===== src/rtl/fdd_pkg.sv =====
// Shared types and constants of the frame delta decoder.
package fdd_pkg;

  localparam int MASK_GROUPS  = 5;
  localparam int GROUP_WORDS  = 16;
  localparam int WORD_W       = 16;
  localparam int POS_W        = 7;
  localparam int QUEUE_DEPTH  = 2;
  localparam int TERM_BIT     = 15;

  typedef enum logic [2:0] {
    PH_OFFSET = 3'b001,
    PH_MASKS  = 3'b010,
    PH_DATA   = 3'b100
  } phase_t;

  // One queued command: a screen write or a frame end.
  typedef struct packed {
    logic              frame_end;
    logic [POS_W-1:0]  pos;
    logic [WORD_W-1:0] line_off;
    logic [WORD_W-1:0] data;
  } cmd_t;

  typedef struct packed {
    logic full;
    logic avail;
  } q_stat_t;

endpackage


===== src/rtl/frame_delta_decoder.sv =====
// An accepted data word or terminator is written to the queue, then loaded into the result register.
// Throughput: one stream word per cycle while the queue is not full; offset and mask words give no result.
// The front end walks the line's set mask bits with one lowest-bit pick per data word.
// A 2-item queue and the result register absorb short output stalls without stopping the input.
// Reset: synchronous, active low; clears parse phase, queue and result valid (no sweep).
module frame_delta_decoder #(
  parameter int MASK_GROUPS = fdd_pkg::MASK_GROUPS
) (
  input  logic                        clk,
  input  logic                        rst_n,
  input  logic                        in_valid,
  output logic                        in_stall,
  input  logic [fdd_pkg::WORD_W-1:0]  in_stream_word,
  output logic                        out_valid,
  input  logic                        out_stall,
  output logic [fdd_pkg::WORD_W-1:0]  out_write_offset,
  output logic [fdd_pkg::WORD_W-1:0]  out_write_data,
  output logic                        out_frame_end
);

  // Commands pass from the parser to the output stage through the queue.
  fdd_pkg::cmd_t    push_cmd;
  fdd_pkg::cmd_t    head_cmd;
  fdd_pkg::q_stat_t q_stat;
  logic             push;
  logic             pop;

  // Front end: offset, mask and data word parsing; stalls only on a full queue.
  fdd_front #(
    .MASK_GROUPS (MASK_GROUPS)
  ) u_front (
    .clk            (clk),
    .rst_n          (rst_n),
    .in_valid       (in_valid),
    .in_stall       (in_stall),
    .in_stream_word (in_stream_word),
    .q_stat         (q_stat),
    .push           (push),
    .push_cmd       (push_cmd)
  );

  // Hold parsed writes and frame ends until the back end takes them.
  fdd_queue u_queue (
    .clk      (clk),
    .rst_n    (rst_n),
    .push     (push),
    .push_cmd (push_cmd),
    .pop      (pop),
    .head_cmd (head_cmd),
    .q_stat   (q_stat)
  );

  // Back end: add line offset and twice the position, register the item.
  fdd_back u_back (
    .clk              (clk),
    .rst_n            (rst_n),
    .q_stat           (q_stat),
    .head_cmd         (head_cmd),
    .pop              (pop),
    .out_valid        (out_valid),
    .out_stall        (out_stall),
    .out_write_offset (out_write_offset),
    .out_write_data   (out_write_data),
    .out_frame_end    (out_frame_end)
  );

endmodule


===== src/rtl/fdd_front.sv =====
// Front end: parses stream words and queues writes and frame ends.
module fdd_front #(
  parameter int MASK_GROUPS = fdd_pkg::MASK_GROUPS
) (
  input  logic                        clk,
  input  logic                        rst_n,
  input  logic                        in_valid,
  output logic                        in_stall,
  input  logic [fdd_pkg::WORD_W-1:0]  in_stream_word,
  input  fdd_pkg::q_stat_t            q_stat,
  output logic                        push,
  output fdd_pkg::cmd_t               push_cmd
);

  localparam int LINE_POS = MASK_GROUPS * fdd_pkg::GROUP_WORDS;
  localparam int CNT_W    = (MASK_GROUPS > 1) ? $clog2(MASK_GROUPS) : 1;
  localparam logic [CNT_W-1:0] LAST_MASK = CNT_W'(MASK_GROUPS - 1);

  fdd_pkg::phase_t phase_r, phase_nxt;
  logic [CNT_W-1:0]            cnt_r, cnt_nxt;
  logic [fdd_pkg::WORD_W-1:0]  line_off_r, line_off_nxt;
  logic [fdd_pkg::WORD_W-1:0]  mask_r [MASK_GROUPS];
  logic [LINE_POS-1:0]         cur_r, cur_nxt;
  logic [LINE_POS-1:0]         rem_r, rem_nxt;
  logic [LINE_POS-1:0]         line_vec;
  logic [fdd_pkg::POS_W-1:0]   cur_pos;
  logic                        accept;

  assign in_stall = q_stat.full;
  assign accept   = in_valid && !in_stall;

  // Position vector of the line: bit p set when line position p carries data.
  always_comb begin
    for (int g = 0; g < MASK_GROUPS; g++) begin
      for (int j = 0; j < fdd_pkg::GROUP_WORDS; j++) begin
        if (g == 0) begin
          line_vec[g*fdd_pkg::GROUP_WORDS + j] = in_stream_word[fdd_pkg::GROUP_WORDS-1-j];
        end else begin
          line_vec[g*fdd_pkg::GROUP_WORDS + j] =
            mask_r[MASK_GROUPS-1-g][fdd_pkg::GROUP_WORDS-1-j];
        end
      end
    end
  end

  // Encode the one-hot current position.
  always_comb begin
    cur_pos = '0;
    for (int i = 0; i < LINE_POS; i++) begin
      if (cur_r[i]) begin
        cur_pos = cur_pos | fdd_pkg::POS_W'(i);
      end
    end
  end

  always_comb begin
    phase_nxt    = phase_r;
    cnt_nxt      = cnt_r;
    line_off_nxt = line_off_r;
    cur_nxt      = cur_r;
    rem_nxt      = rem_r;
    push         = 1'b0;
    push_cmd     = '0;
    if (accept) begin
      case (phase_r)
        fdd_pkg::PH_MASKS: begin
          if (cnt_r == LAST_MASK) begin
            cur_nxt   = line_vec & (~line_vec + LINE_POS'(1));
            rem_nxt   = line_vec & (line_vec - LINE_POS'(1));
            cnt_nxt   = '0;
            phase_nxt = (line_vec == '0) ? fdd_pkg::PH_OFFSET : fdd_pkg::PH_DATA;
          end else begin
            cnt_nxt = cnt_r + CNT_W'(1);
          end
        end
        fdd_pkg::PH_DATA: begin
          push              = 1'b1;
          push_cmd.pos      = cur_pos;
          push_cmd.line_off = line_off_r;
          push_cmd.data     = in_stream_word;
          // advance to the next set position
          cur_nxt = rem_r & (~rem_r + LINE_POS'(1));
          rem_nxt = rem_r & (rem_r - LINE_POS'(1));
          if (rem_r == '0) begin
            phase_nxt = fdd_pkg::PH_OFFSET;
          end
        end
        default: begin
          cnt_nxt = '0;
          if (in_stream_word[fdd_pkg::TERM_BIT]) begin
            push               = 1'b1;
            push_cmd.frame_end = 1'b1;
            phase_nxt          = fdd_pkg::PH_OFFSET;
          end else begin
            line_off_nxt = in_stream_word;
            phase_nxt    = fdd_pkg::PH_MASKS;
          end
        end
      endcase
    end
  end

  always_ff @(posedge clk) begin
    if (!rst_n) begin
      phase_r <= fdd_pkg::PH_OFFSET;
      cnt_r   <= '0;
      cur_r   <= '0;
      rem_r   <= '0;
    end else begin
      phase_r <= phase_nxt;
      cnt_r   <= cnt_nxt;
      cur_r   <= cur_nxt;
      rem_r   <= rem_nxt;
    end
  end

  always_ff @(posedge clk) begin
    line_off_r <= line_off_nxt;
    if (accept && phase_r == fdd_pkg::PH_MASKS) begin
      mask_r[cnt_r] <= in_stream_word;
    end
  end

endmodule


===== src/rtl/fdd_queue.sv =====
// Short command queue between the front end and the back end.
module fdd_queue (
  input  logic              clk,
  input  logic              rst_n,
  input  logic              push,
  input  fdd_pkg::cmd_t     push_cmd,
  input  logic              pop,
  output fdd_pkg::cmd_t     head_cmd,
  output fdd_pkg::q_stat_t  q_stat
);

  localparam int PTR_W = (fdd_pkg::QUEUE_DEPTH > 1) ? $clog2(fdd_pkg::QUEUE_DEPTH) : 1;
  localparam int CNT_W = $clog2(fdd_pkg::QUEUE_DEPTH + 1);
  localparam logic [PTR_W-1:0] LAST_PTR = PTR_W'(fdd_pkg::QUEUE_DEPTH - 1);
  localparam logic [CNT_W-1:0] FULL_CNT = CNT_W'(fdd_pkg::QUEUE_DEPTH);

  fdd_pkg::cmd_t    ent_r [fdd_pkg::QUEUE_DEPTH];
  logic [PTR_W-1:0] wr_ptr_r, wr_ptr_nxt;
  logic [PTR_W-1:0] rd_ptr_r, rd_ptr_nxt;
  logic [CNT_W-1:0] cnt_r, cnt_nxt;

  assign head_cmd     = ent_r[rd_ptr_r];
  assign q_stat.full  = (cnt_r == FULL_CNT);
  assign q_stat.avail = (cnt_r != '0);

  always_comb begin
    wr_ptr_nxt = wr_ptr_r;
    rd_ptr_nxt = rd_ptr_r;
    cnt_nxt    = cnt_r;
    if (push) begin
      wr_ptr_nxt = (wr_ptr_r == LAST_PTR) ? '0 : wr_ptr_r + PTR_W'(1);
    end
    if (pop) begin
      rd_ptr_nxt = (rd_ptr_r == LAST_PTR) ? '0 : rd_ptr_r + PTR_W'(1);
    end
    if (push && !pop) begin
      cnt_nxt = cnt_r + CNT_W'(1);
    end else if (pop && !push) begin
      cnt_nxt = cnt_r - CNT_W'(1);
    end
  end

  always_ff @(posedge clk) begin
    if (!rst_n) begin
      wr_ptr_r <= '0;
      rd_ptr_r <= '0;
      cnt_r    <= '0;
    end else begin
      wr_ptr_r <= wr_ptr_nxt;
      rd_ptr_r <= rd_ptr_nxt;
      cnt_r    <= cnt_nxt;
    end
  end

  always_ff @(posedge clk) begin
    if (push) begin
      ent_r[wr_ptr_r] <= push_cmd;
    end
  end

endmodule


===== src/rtl/fdd_back.sv =====
// Back end: forms screen write addresses and drives the result register.
module fdd_back (
  input  logic                        clk,
  input  logic                        rst_n,
  input  fdd_pkg::q_stat_t            q_stat,
  input  fdd_pkg::cmd_t               head_cmd,
  output logic                        pop,
  output logic                        out_valid,
  input  logic                        out_stall,
  output logic [fdd_pkg::WORD_W-1:0]  out_write_offset,
  output logic [fdd_pkg::WORD_W-1:0]  out_write_data,
  output logic                        out_frame_end
);

  logic                        valid_r, valid_nxt;
  logic [fdd_pkg::WORD_W-1:0]  offset_r, data_r;
  logic                        fend_r;
  logic [fdd_pkg::WORD_W-1:0]  offset_nxt;

  // Load whenever the result register is empty or being taken.
  assign pop = q_stat.avail && (!valid_r || !out_stall);

  // Byte offset wraps modulo 65536; a frame end carries zero offset and position.
  assign offset_nxt = head_cmd.line_off +
                      {{(fdd_pkg::WORD_W-fdd_pkg::POS_W-1){1'b0}}, head_cmd.pos, 1'b0};

  always_comb begin
    valid_nxt = valid_r;
    if (pop) begin
      valid_nxt = 1'b1;
    end else if (!out_stall) begin
      valid_nxt = 1'b0;
    end
  end

  always_ff @(posedge clk) begin
    if (!rst_n) begin
      valid_r <= 1'b0;
    end else begin
      valid_r <= valid_nxt;
    end
  end

  always_ff @(posedge clk) begin
    if (pop) begin
      offset_r <= offset_nxt;
      data_r   <= head_cmd.data;
      fend_r   <= head_cmd.frame_end;
    end
  end

  assign out_valid        = valid_r;
  assign out_write_offset = offset_r;
  assign out_write_data   = data_r;
  assign out_frame_end    = fend_r;

endmodule


===== config.mk =====
export PLATFORM = sky130hd
export DESIGN_NAME = frame_delta_decoder
export DESIGN_NICKNAME = d
export VERILOG_FILES = /design/src/rtl/fdd_pkg.sv /design/src/rtl/frame_delta_decoder.sv /design/src/rtl/fdd_front.sv /design/src/rtl/fdd_queue.sv /design/src/rtl/fdd_back.sv
export SDC_FILE = /design/constraint.sdc
export NUM_CORES = 1
export LEC_CHECK = 0
export BUFFER_PORTS_ARGS = -buffer_cell sky130_fd_sc_hd__buf_2
export CORE_MARGIN = 1.5
export CORE_UTILIZATION = 40
export DETAILED_ROUTE_END_ITERATION = 7
export GPL_ROUTABILITY_DRIVEN = 0
export MAX_ROUTING_LAYER = met4
export PLACE_DENSITY_LB_ADDON = 0.08
export SLEW_MARGIN = 20
export SYNTH_ARGS = -nofsm -noshare
export SYNTH_HDL_FRONTEND = slang
export SYNTH_SLANG_ARGS = --single-unit

===== constraint.sdc =====
create_clock -name clk -period 17.8 [get_ports clk]
set_clock_uncertainty 0.15 [all_clocks]
set_input_delay 3.56 -clock clk [delete_from_list [all_inputs] [get_ports clk]]
set_output_delay 3.56 -clock clk [all_outputs]
set_load 0.01 [all_outputs]

== Word-level counts from Yosys, hierarchy flattened ==
Memory sizes are Yosys's and may differ from the RTL's. A register that Yosys moved wholly into a read port is not among the register bits.
Index checks and enable logic that the tools add are counted.

* Bits in writable memories: 160
* Register bits: 220
* Memories: 2
* Output and inout port bits: 35
* Bits of input ports: 20

* Reductions and logical operators: 20
* Muxes and demuxes: 136
* Equal/unequal tests: 11
* Bitwise logic cells: 6
* Add/subtract/negate cells: 10

{| class="wikitable"
|+ Memories
! memory !! words !! width !! rd ports !! clocked after Yosys merged registers in !! write ports !! line !! source
|-
| u_front.mask_r || 5 || 16 || 4 || 0 || 1 || fdd_front.sv:22 || <nowiki>logic [fdd_pkg::WORD_W-1:0] mask_r [MASK_GROUPS];</nowiki>
|-
| u_queue.ent_r || 2 || 40 || 1 || 1 || 1 || fdd_queue.sv:17 || <nowiki>fdd_pkg::cmd_t ent_r [fdd_pkg::QUEUE_DEPTH];</nowiki>
|}

{| class="wikitable"
|+ Operators with widths
! kind !! number
|-
| two-way mux 80 bit || 8
|-
| AND 80 bit || 4
|-
| case mux 80 bit (2 select lines) || 2
|-
| two-way mux 6 bit || 32
|-
| adder 80 x 1 -> 80 bit (second input constant) || 2
|-
| zero test 80 bit || 2
|-
| NOT 80 bit || 2
|-
| subtractor 80 x 1 -> 80 bit (second input constant) || 2
|-
| two-way mux 7 bit || 16
|-
| two-way mux 16 bit || 5
|-
| two-way mux 5 bit || 16
|-
| two-way mux 39 bit || 2
|-
| two-way mux 3 bit || 18
|-
| two-way mux 40 bit || 1
|-
| two-way mux 4 bit || 8
|-
| two-way mux 1 bit || 19
|-
| adder 16 x 8 -> 16 bit || 1
|-
| two-way mux 2 bit || 6
|-
| case mux 3 bit (2 select lines) || 2
|-
| inequality test 3 bit (second input constant) || 3
|-
| AND reduction 3 bit || 3
|-
| equality test 3 bit (second input constant) || 2
|-
| inequality test 2 bit (second input constant) || 3
|-
| logical AND 1 bit || 5
|-
| 13 further kinds || 19
|}

== Longest topological paths before layout ==
* Depth in word-level cells: 82
* Mapped depth: 13
* Gate-level depth less buffers: 10

== Cells and area by module ==
From an unflattened synthesis, not the netlist that was laid out.

* Cells, all modules: 1681
* Area, all modules: 16910.0 um^2

{| class="wikitable"
|+ By module, submodules not included
! module !! area each (um^2) !! seq. area each (um^2) !! cells an instance !! times used
|-
| fdd_front || 12350.6 || 5655.4 || 1443 || 1
|-
| fdd_queue || 3094.2 || 2502.4 || 146 || 1
|-
| fdd_back || 1465.2 || 1011.0 || 92 || 1
|}

== Worst setup path before layout ==
OpenSTA, ideal clock, no wires.

* Kind: input-to-reg
* From: input port in_stream_word[15] in the netlist's numbering
* To: memory u_queue.ent_r[0][0] in the netlist's numbering (enable)
* Data required time: 17.113 ns
* Stages on the path: 2
* Slack: 9.534 ns
* Arrival: 7.579 ns
* Library setup time: 0.537 ns
* Path buffers: 0
* Cells stage by stage: nor2_1 > nor4_1

* Longest elaborated chain between the ends: 8

{| class="wikitable"
|+ Ends and longest elaborated chain
! what !! line !! source
|-
| from (decl) || frame_delta_decoder.sv:13 || <nowiki>input logic [fdd_pkg::WORD_W-1:0] in_stream_word,</nowiki>
|-
| two-way mux 1 bit || fdd_front.sv:90 || <nowiki>if (in_stream_word[fdd_pkg::TERM_BIT]) begin</nowiki>
|-
| two-way mux 1 bit || fdd_front.sv:65 || <nowiki>case (phase_r)</nowiki>
|-
| two-way mux 1 bit || fdd_front.sv:64 || <nowiki>if (accept) begin</nowiki>
|-
| case mux 1 bit (2 select lines) || fdd_front.sv:65 ||
|-
| two-way mux 1 bit (2 in a row) || fdd_front.sv:64 ||
|-
| two-way mux 1 bit || fdd_queue.sv:56 || <nowiki>if (push) begin</nowiki>
|-
| two-way mux 1 bit (implied by the code) || fdd_queue.sv:57 || <nowiki>ent_r[wr_ptr_r] <= push_cmd;</nowiki>
|-
| to (decl) || fdd_queue.sv:17 ||
|}

No other way between the ends. The select of a mux whose other input is x is not followed.

== Final worst setup path ==
* From: input port in_stream_word[9] in the netlist's numbering
* To: register u_front.rem_r[63]

* Longest elaborated chain between the ends: 7

{| class="wikitable"
|+ Ends and longest elaborated chain
! what !! line !! source
|-
| subtractor 80 x 1 -> 80 bit || fdd_front.sv:69 || <nowiki>rem_nxt = line_vec & (line_vec - LINE_POS'(1));</nowiki>
|-
| AND 80 bit || fdd_front.sv:69 ||
|-
| two-way mux 80 bit || fdd_front.sv:67 || <nowiki>if (cnt_r == LAST_MASK) begin</nowiki>
|-
| two-way mux 80 bit || fdd_front.sv:65 ||
|-
| two-way mux 80 bit || fdd_front.sv:64 ||
|-
| case mux 80 bit (2 select lines) || fdd_front.sv:65 ||
|-
| two-way mux 80 bit || fdd_front.sv:64 ||
|-
| to (signal assigned) || fdd_front.sv:113 || <nowiki>rem_r <= rem_nxt;</nowiki>
|-
| to (decl) || fdd_front.sv:24 || <nowiki>logic [LINE_POS-1:0] rem_r, rem_nxt;</nowiki>
|}

No other way between the ends. The select of a mux whose other input is x is not followed.
A chain may end at the register's enable or synchronous reset.

==> metrics <==
share of cells above drive strength 1 0.134; YS warnings 0; Pwr Density 111 nW/um^2; startpoint types input port; Post-Layout Cell Count 2,249; post-layout util 0.462; largest net degree at the start of global routing 86; R2R depth 8; core area between 40,000 and 50,000 sq um; clock transition at the registers of the reported paths 60 ps; CP peak stage delay between 700 and 800 ps; Worst setup EP type register; #FFs+latches synth ~360; Switching Fraction 0.255; register area ~9000 sq um; Slew Viols, Final 0; Clock power frac 0.414; hold_buf cts 0; R2R Path End u_front.rem_r[55]$_SDFFE_PN0P_; initial cell density of the core 0.408; drt pass-1 iters 8; RSZ-0062 raised after global routing no; Post-synth EDFFs around 190; Fin Setup TNS 0 ps; routed vias/inst about 6.4; Final Hold Viols 0; Synth async-reset ratio 0; synthesized cell area approximately 17,000 sq um; P_leak roughly 6.6 nW; highest-delay cell along the critical path nor3_1; CTS Sinks roughly 360; Post-synth top cells edfxtp_1, dfxtp_1, nand2_1, nor2_1, o21ai_0; clk root buf clkbuf_16; WHS Endpoint u_front.rem_r[11]$_SDFFE_PN0P_; CTS buffer count 42; fin crit share 0.362; Yosys top cell area share 0.345; WHS Path Cells 2; via count ~14,000; filler instances roughly 4,000; Area Growth Syn to Fin 13.2%; placed insts 2,172; RR Startpoint u_front.phase_r[2]$_SDFFE_PN0P_; total congestion overflow 0; WL/cell ~26 microns; sequential share of power 0.459; Mean Syn Cell Area between 10 and 15 sq um; CTS H-tree depth 2; I/O pin count 55; Placed Area 17,600 sq um; clk_lat worst skew 570 ps; Final #Nets about 1,700; fmax roughly 150 MHz; net count after synthesis roughly 1,700; final WL 58,700 microns; count leader, synth edfxtp_1; relative slew slack 0.261; worst slack, placed 10,890 ps; post-route ant nets 0; prevailing post-synth register cell edfxtp_1; synth unique cells 79; cell internal pwr around 1.6 mW; worst path arrival time slightly below 7000 ps; setup violators final 0; maximum vdd drop between 90 and 100 uV; Core Rows 74; Total Power about 2.1 mW; Clock Path Buffers 3; outcome completed; antenna diode count 0; Fin Hold WS between 300 and 400 ps; post-route design area about 19,000 sq um; R2R Setup Slk 13,740 ps; critical path peak fanout 11; WP data required ~18,000 ps; switching power total 539 uW; Die Wd 208 microns; CTS tree done; Least-Margin Pin Slew 1100 ps; DPL Wire Length ~40,000 microns; DR iter-0 viols about 1,600; Hold WC Path Type register to register; post-synthesis sequential area ratio 0.548; Setup Fix Bufs, Post-CTS 0; area of the multi-input gates about 7100 sq um; Die ar. 43,200 sq um; WS Path Type input port to register; Comb pwr share 0.126; critical-path cell list buf_2, nor4_1, nand4_1, nor3_1, nand2_1, o311ai_0, nand2_1; DRC 0; post-layout min period 6450 ps; cells after synthesis around 1,600; initial antenna violation count 0; Die Height 208 microns; HP Start u_front.rem_r[11]$_SDFFE_PN0P_; Worst Slack Setup Final ~11,000 ps; Post-CTS Resized 0; top cells by area, synth edfxtp_1, dfxtp_1, nand2_1, nor2_1, o21ai_0; gr usage total 0.278; dominant cell type by area after synthesis edfxtp_1; vias in the first global route roughly 14,000; Worst path most repeated cell nand2_1; Max Cap Viol 0; number of port buffers between 50 and 60; first-pass GRT wire length just under 90,000 microns
flip-flops by register name, indices dropped and copies added, names as in the netlist, named ones only:
signal                   flops
u_queue.wr_ptr_r             1
u_front.mask_r              64
u_back.out_valid             1
u_back.out_write_data       16
u_queue.ent_r               80
u_front.phase_r              3
u_queue.cnt_r                2
u_back.out_write_offset     16
u_front.line_off_r          16
u_front.cur_r               79
u_front.rem_r               79
u_queue.rd_ptr_r             1
u_back.out_frame_end         1
u_front.cnt_r                3
critical path: cells and delay by family:
family / cells / cell delay [ps]
buffers and inverters: 1 / 240
and+or+nand+nor: 5 / 2470
AOI/OAI and AO/OA: 1 / 460
worst max-delay path by stage:
stage | startpoint | end | slack (ps)
after floorplan | in_stream_word[15] | u_queue.ent_r[0][0]$_DFFE_PP_ | 9530
after global placement | in_valid | u_front.rem_r[55]$_SDFFE_PN0P_ | 10980
after detailed placement | in_valid | u_front.rem_r[55]$_SDFFE_PN0P_ | 10890
after CTS | in_valid | u_front.rem_r[37]$_SDFFE_PN0P_ | 11500
after global routing | in_stream_word[11] | u_front.rem_r[73]$_SDFFE_PN0P_ | 11010
final | in_stream_word[9] | u_front.rem_r[63]$_SDFFE_PN0P_ | 11350
placed cells by master, fill, tap and decap left out, drive strengths merged, types with 11 or more instances in the layout:
| cell | instances |
|---|---|
| and3 | 17 |
| inv | 33 |
| a31oi | 32 |
| nor2 | 135 |
| nand2 | 145 |
| nand3 | 71 |
| and2 | 36 |
| or3 | 19 |
| a31o | 13 |
| o211ai | 36 |
| nand4 | 41 |
| o21ai | 100 |
| dfxtp | 170 |
| nor4 | 84 |
| edfxtp | 193 |
| nor3 | 84 |
| a21oi | 75 |
| a32oi | 27 |
| clkbuf | 60 |
| o311ai | 27 |
| nor3b | 11 |
| mux2 | 31 |
| a311oi | 19 |
| or4 | 28 |
| buf | 82 |
power by group through the flow:
stage | logic (mW) | registers, mW | clock network (mW)
after detailed placement | 0.268 | 0.989 | 0
after CTS | 0.271 | 0.972 | 0.890
final | 0.267 | 0.971 | 0.876
after global placement | 0.267 | 0.988 | 0
after floorplan | 0.152 | 1.01 | 0
after global routing | 0.294 | 0.976 | 0.921
layout make-up:
cell class,instances,share of cell area
clock inverters,17,0.0107
repair buffers,82,0.0253
well taps,532,0.0351
inverters,31,0.00613
clock buffers,60,0.0621
flip-flops and latches,363,0.484
multi-input cells,1164,0.376
logic make-up after synthesis:
kind of cell,after synthesis,synth area share
AOI/OAI and AO/OA,371,0.146
DFF,363,0.548
adders and majority gates,11,0.00865
xor gates and xnor gates,17,0.00888
muxes,41,0.0268
and+or+nand+nor,724,0.232
buffers and inverters,114,0.0288
routing by layer:
| metal | part of all wire | vias up | track usage |
|---|---|---|---|
| li1 | - | 6467 | - |
| met1 | 0.45 | 7045 | 0.388 |
| met2 | 0.44 | 751 | 0.408 |
| met3 | 0.082 | 123 | 0.0437 |
| met4 | 0.035 | 0 | 0.101 |
| met5 | 0 | - | - |
No activity file was read; power rests on OpenSTA's default activity.
